`src/design/cbm_pkg.sv`:
```
// Package for the circle/box collision manifold unit.
// Holds the queue word type, the back pipeline stage type and fixed constants.
// No dependencies.
`timescale 1ns / 1ps
`default_nettype none
package cbm_pkg;

   localparam logic signed [15:0] NORM_POS  = 16'sh4000;
   localparam logic signed [15:0] NORM_NEG  = 16'shC000;
   localparam logic [14:0]        NORM_ONE  = 15'd16384;
   localparam logic [30:0]        DEPTH_MAX = 31'h7FFF_FFFF;
   localparam int NORM_SHIFT = 14;
   localparam int SQ_STEPS   = 31;
   localparam int DIV_STEPS  = 15;
   localparam int NUM_STAGES = SQ_STEPS + 1 + DIV_STEPS;

   typedef struct packed {
      logic               hit;
      logic               enclosed;
      logic               sx;
      logic               sy;
      logic [30:0]        ax;
      logic [30:0]        ay;
      logic [61:0]        d2;
      logic [30:0]        radius;
      logic [30:0]        in_depth;
      logic signed [15:0] in_nx;
      logic signed [15:0] in_ny;
   } q_entry_type;

   typedef struct packed {
      q_entry_type e;
      logic [61:0] rad;
      logic [62:0] root;
      logic [30:0] dlen;
      logic [46:0] remx;
      logic [46:0] remy;
      logic [14:0] qx;
      logic [14:0] qy;
   } bk_type;

endpackage
`default_nettype wire

```
`src/design/cbm_queue.sv`:
```
// Small register queue between the front end and the back end.
// Depends on cbm_pkg for the word type.
`timescale 1ns / 1ps
`default_nettype none
module cbm_queue import cbm_pkg::*; #(
   parameter int DEPTH = 4
) (
   input  logic        clock,
   input  logic        reset,
   input  logic        push,
   input  q_entry_type push_data,
   output logic        full,
   input  logic        pop,
   output logic        head_valid,
   output q_entry_type head_data
);

   localparam int PW = (DEPTH > 1) ? $clog2(DEPTH) : 1;
   localparam int CW = $clog2(DEPTH + 1);

   q_entry_type mem_ff [DEPTH];
   logic [PW-1:0] wr_ff, rd_ff, wr_in, rd_in;
   logic [CW-1:0] cnt_ff, cnt_in;

   assign full       = (cnt_ff == CW'(DEPTH));
   assign head_valid = (cnt_ff != '0);
   assign head_data  = mem_ff[rd_ff];

   always_comb begin
      wr_in  = wr_ff;
      rd_in  = rd_ff;
      cnt_in = cnt_ff;
      if (push) begin
         wr_in = (wr_ff == PW'(DEPTH - 1)) ? '0 : wr_ff + PW'(1);
      end
      if (pop) begin
         rd_in = (rd_ff == PW'(DEPTH - 1)) ? '0 : rd_ff + PW'(1);
      end
      if (push && !pop) begin
         cnt_in = cnt_ff + CW'(1);
      end else if (pop && !push) begin
         cnt_in = cnt_ff - CW'(1);
      end
   end

   always_ff @(posedge clock) begin
      if (reset) begin
         wr_ff  <= '0;
         rd_ff  <= '0;
         cnt_ff <= '0;
      end else begin
         wr_ff  <= wr_in;
         rd_ff  <= rd_in;
         cnt_ff <= cnt_in;
      end
   end

   always_ff @(posedge clock) begin
      if (push) begin
         mem_ff[wr_ff] <= push_data;
      end
   end

endmodule
`default_nettype wire

```
`config.mk`:
```
export PLATFORM = sky130hd
export DESIGN_NAME = cbm_queue
export DESIGN_NICKNAME = d
export VERILOG_FILES = /design/src/design/cbm_pkg.sv /design/src/design/cbm_queue.sv
export SDC_FILE = /design/constraint.sdc
export NUM_CORES = 1
export LEC_CHECK = 0
export BUFFER_PORTS_ARGS = -buffer_cell sky130_fd_sc_hd__buf_4
export CAP_MARGIN = 20
export CORE_MARGIN = 5
export CORE_UTILIZATION = 50
export CTS_CLUSTER_SIZE = 28
export DETAILED_ROUTE_END_ITERATION = 8
export PLACE_DENSITY_LB_ADDON = 0.3
export SLEW_MARGIN = 30
export SYNTH_ARGS = -nofsm -noshare
export SYNTH_HDL_FRONTEND = slang
export SYNTH_SLANG_ARGS = --single-unit
```
`constraint.sdc`:
```
create_clock -name clock -period 9.95 [get_ports clock]
set_input_delay 1.99 -clock clock [delete_from_list [all_inputs] [get_ports clock]]
set_output_delay 1.99 -clock clock [all_outputs]
set_load 0.01 [all_outputs]
```
Yosys cells after proc, flatten, opt, wreduce, memory -nomap -nowiden
Memory sizes are Yosys's and may differ from the RTL's. A register that Yosys moved wholly into a read port is not among the register bits.
Cells that the tools add are included.
- register bits after elaboration: 7
- RAM bits: 888
- input bits: 226
- output and inout port bits: 224
- logic and storage cells: 25
- memories: 1
- memories (memory ; words ; bits a word ; rd ports ; clocked after memory_dff ; wr ports ; RTL line ; source):
    mem_ff ; 4 ; 222 ; 1 ; 1 ; 1 ; cbm_queue.sv:21 ; q_entry_type mem_ff [DEPTH];
- $add $sub $neg: 4
- equal/unequal tests: 3
- muxes and demuxes: 8
- reduce and logical (&&, ||, !) cells: 6
- operator list (operator ; count):
    $mux 2 ; 4
    $mux 3 ; 2
    $add 2x1->2 const B ; 2
    $eq 2x2->1 const B ; 2
    $add 3x1->3 const B ; 1
    $eq 3x3->1 const B ; 1
    $reduce_bool 3->1 ; 1
    $sub 3x1->3 const B ; 1
    $logic_and 1x1->1 ; 2
    $logic_not 1->1 ; 2
    $mux 1 ; 2
    $reduce_bool 2->1 ; 1

Logic depth before layout (Yosys ltp)
- depth after elaboration: 4
- gate-level depth with buffers: 7
- mapped depth without buffers: 7

Worst setup path after synthesis
OpenSTA, ideal clock, no wires.
- kind: input to register
- start point: in push
- end point: mem mem_ff[0][0] (netlist name) (enable)
- setup time: 609 ps
- data arrival time: 7018 ps
- required time: 9341 ps
- slack: 2323 ps
- cell stages on the path: 1
- buffers on the path: 0
- cells stage by stage: and2_1
- word-level cells in the longest chain between the ends: 2
- RTL lines (item ; RTL line ; source):
    start, declared ; cbm_queue.sv:10 ; input logic push,
    $mux 1 ; cbm_queue.sv:59 ; if (push) begin
    $mux 1 (not written as such) ; cbm_queue.sv:60 ; mem_ff[wr_ff] <= push_data;
    end, declared ; cbm_queue.sv:21 ;
No other way between the ends.

==> flow_summary_export.csv <==
group,metric,value,unit
synth,synth_area,32500,um2
sta,maxSlewHeadroom,0.385,
power_and_ir_drop,power_leakage,13.3,nW
run,maxCapViolations,0,
critical_path,r2r_start,"wr_ff[0]",
critical_path,path_class,"reg2out",
sta,maxSlewViolCount,0,
synth,synthTopCellsByArea,"edfxtp_1 82%, mux4_2 15%, buf_6 0.73%",
finish,post-route-util,0.618,
clock_tree,cts-root-buf,"clkbuf_16",
critical_path,slowest_delay,0.84,ns
critical_path,required,7.96,ns
route,routed_via_density,5.50,
synth,yosys.cell_count.top_type,"edfxtp_1",
floorplanning,die-area,70200,um2
critical_path,arrival,3.03,ns
finish,regArea,26900,um2
clock_tree,postCtsHoldBufs,0,
clock_tree,clock_latency,0.63,ns
clock_tree,cts.path.max_buffers,3,
critical_path,worst_path_most_repeated_cell,"buf_4",
critical_path,cp-end-kind,"primary output",
clock_tree,post-cts-setup-buffers,0,
grt,grt_first_pass_wirelength,97.3,mm
finish,nets,1941,
hold_path,hp-start,"cnt_ff[2]",
synth,ys.flop_type,"edfxtp_1",
route,drcViolationCount,0,
sta,fmax,199,MHz
critical_path,slowest_stage,"dfxtp_4",
sta,setup_tns,0,ns
place,dp_hpwl,38.6,mm
grt,grt_max_degree,129,
place,io_buffers,449,
finish,drive_above_1_share,0.462,
clock_tree,cts-buffers-inserted,89,
synth,postSynthCellCount,1204,
power_and_ir_drop,max-vdd-ir-drop,168,uV
synth,synth_top_area_frac,0.821,
status,status,"completed",
synth,async_flop_share,0,
sta,worst_pin_slew,0.922,ns
clock_tree,cts-resized-gates,0,
clock_tree,tritoncts,"built",
hold_path,worstHoldEndpoint,"cnt_ff[2]",
floorplanning,num_rows,93,
power_and_ir_drop,powerDensity,213,nW/um2
route,wl,65.1,mm
clock_tree,clkSinkCount,897,
power_and_ir_drop,power,0.00848,W
sta,rsz0062_at_grt,"false",
synth,ys_types,17,
route,wl_per_cell,24.7,um
synth,synth_common_cells,"888 x edfxtp_1, 222 x mux4_2, 24 x buf_2",
synth,yosysTopAreaCell,"edfxtp_1",
floorplanning,dieWidth,265,um
floorplanning,ios,450,
sta,fin_crit_sh,0.504,
critical_path,r2r_cells,3,
finish,area_delta_synth_final,22.4,%
synth,synth-edff-count,888,
sta,holdWs,0.517,ns
synth,synth-seq-cells,897,
route,ant_nets,0,
synth,synth_area_per_cell,27.0,um2
critical_path,startpoint_type,"register",
floorplanning,core_area,64300,um2
hold_path,hold_path_depth,2,
sta,setup_viol,0,
clock_tree,clk_pin_slew_worst_paths,0.06,ns
critical_path,r2r_end,"mem_ff[3][119]",
critical_path,cp_max_fo,62,
critical_path,crit_chain,"buf_4 -> mux4_2 -> buf_4",
finish,multi_input_area,5260,um2
sta,period_minus_slack,5.02,ns
sta,hold_violations,0,
synth,ys_seq_area_frac,0.826,
floorplanning,start_util,0.505,
synth,synthesis.nets,1437,
floorplanning,die_height,265,um
grt,track_usage,0.183,
grt,grt_antenna_before_repair,10,
grt,grt_overflow,0,
route,drtIter0Drc,1156,
route,drtPass1Iterations,7,
place,gp_congestion,0.789,
clock_tree,htree_num_levels,3,
critical_path,r2r_slack,7.40,ns
synth,yosysWarnings,0,
grt,grt_pass1_vias,15465,
finish,fillCellCount,4299,
route,num_vias,14492,
hold_path,hold_path_class,"reg2reg",
sta,fin_skew,0.0263,ns
==> cells in the final DEF (no fill, tap or decap), drive strengths merged <==
master,n
diode,5
edfxtp,888
o21ai,1
inv,7
nor2,7
fa,1
clkinv,33
buf,463
and2,4
dfxtp,9
or3,2
mux4,222
ha,6
bufinv,11
a21oi,2
clkinvlp,3
xor2,2
nor3b,2
clkbuf,107
mux2i,4
==> power by group <==
| group | switching [W] | leakage, nW | internal (W) | total, W |
|---|---|---|---|---|
| clock network | 0.00137 | 1.43 | 0.00196 | 0.00332 |
| registers | 0.0000455 | 8.23 | 0.00434 | 0.00438 |
| logic | 0.000387 | 3.62 | 0.000390 | 0.000777 |
==> how the worst max path moves through the flow <==
stage | from | end | depth (start not counted)
2_1_floorplan | push | mem_ff[0][0] | 1
3_3_place_gp | register | head_data[97] | 3
3_5_place_dp | register | head_data[97] | 3
4_1_cts | register | head_data[97] | 3
5_1_grt | register | head_data[74] | 4
6_report | register | head_data[74] | 3
==> cell families (layout without fill, tap and decap cells) <==
kind of cell,count (synthesis),count (layout),share of synthesized area
compound gates,3,3,0.000462
xor+xnor,2,2,0.000539
fa+ha+maj,7,7,0.00293
buf+inv,54,624,0.0120
flops,897,897,0.826
mux,226,226,0.155
other cells,0,5,0
simple gates,15,15,0.00243
==> flip-flops by register name, indices dropped and copies added (netlist names), named ones only <==
name	count
mem_ff	888
cnt_ff	3
rd_ff	2
wr_ff	2
==> stage by stage <==
| step | setup slack [ns] | instances | instance area [um2] |
|---|---|---|---|
| after floorplan | 2.32 | 1204 | 32500 |
| after global placement | 5.56 | 2470 | 36700 |
| after detailed placement | 5.54 | 2470 | 36700 |
| after CTS | 4.86 | 2627 | 39700 |
| after global routing | 4.81 | 2631 | 39700 |
| final | 4.93 | 2634 | 39700 |
==> final cells by class <==
type	instances	share of cell area
timing repair buffer	463	0.0907
multi-input combinational	253	0.132
tap	855	0.0269
clock inverter	50	0.0155
antenna	5	0.000315
clock buffer	107	0.0583
inverter	4	0.000378
sequential	897	0.676
==> critical path: cells and delay by family, from the launching register on <==
family,cells,cell delay [ns]
DFF,1,0.84
buffers and inverters,2,0.97
muxes,1,0.46
==> metal layers <==
| metal | share of wire | vias to the layer above | track usage |
|---|---|---|---|
| met5 | 0.0011 | - | 0 |
| met3 | 0.093 | 106 | 0.0637 |
| met1 | 0.39 | 7606 | 0.246 |
| li1 | - | 6251 | - |
| met4 | 0.024 | 10 | 0.0544 |
| met2 | 0.49 | 519 | 0.289 |
No activity file was read; power rests on OpenSTA's default activity.
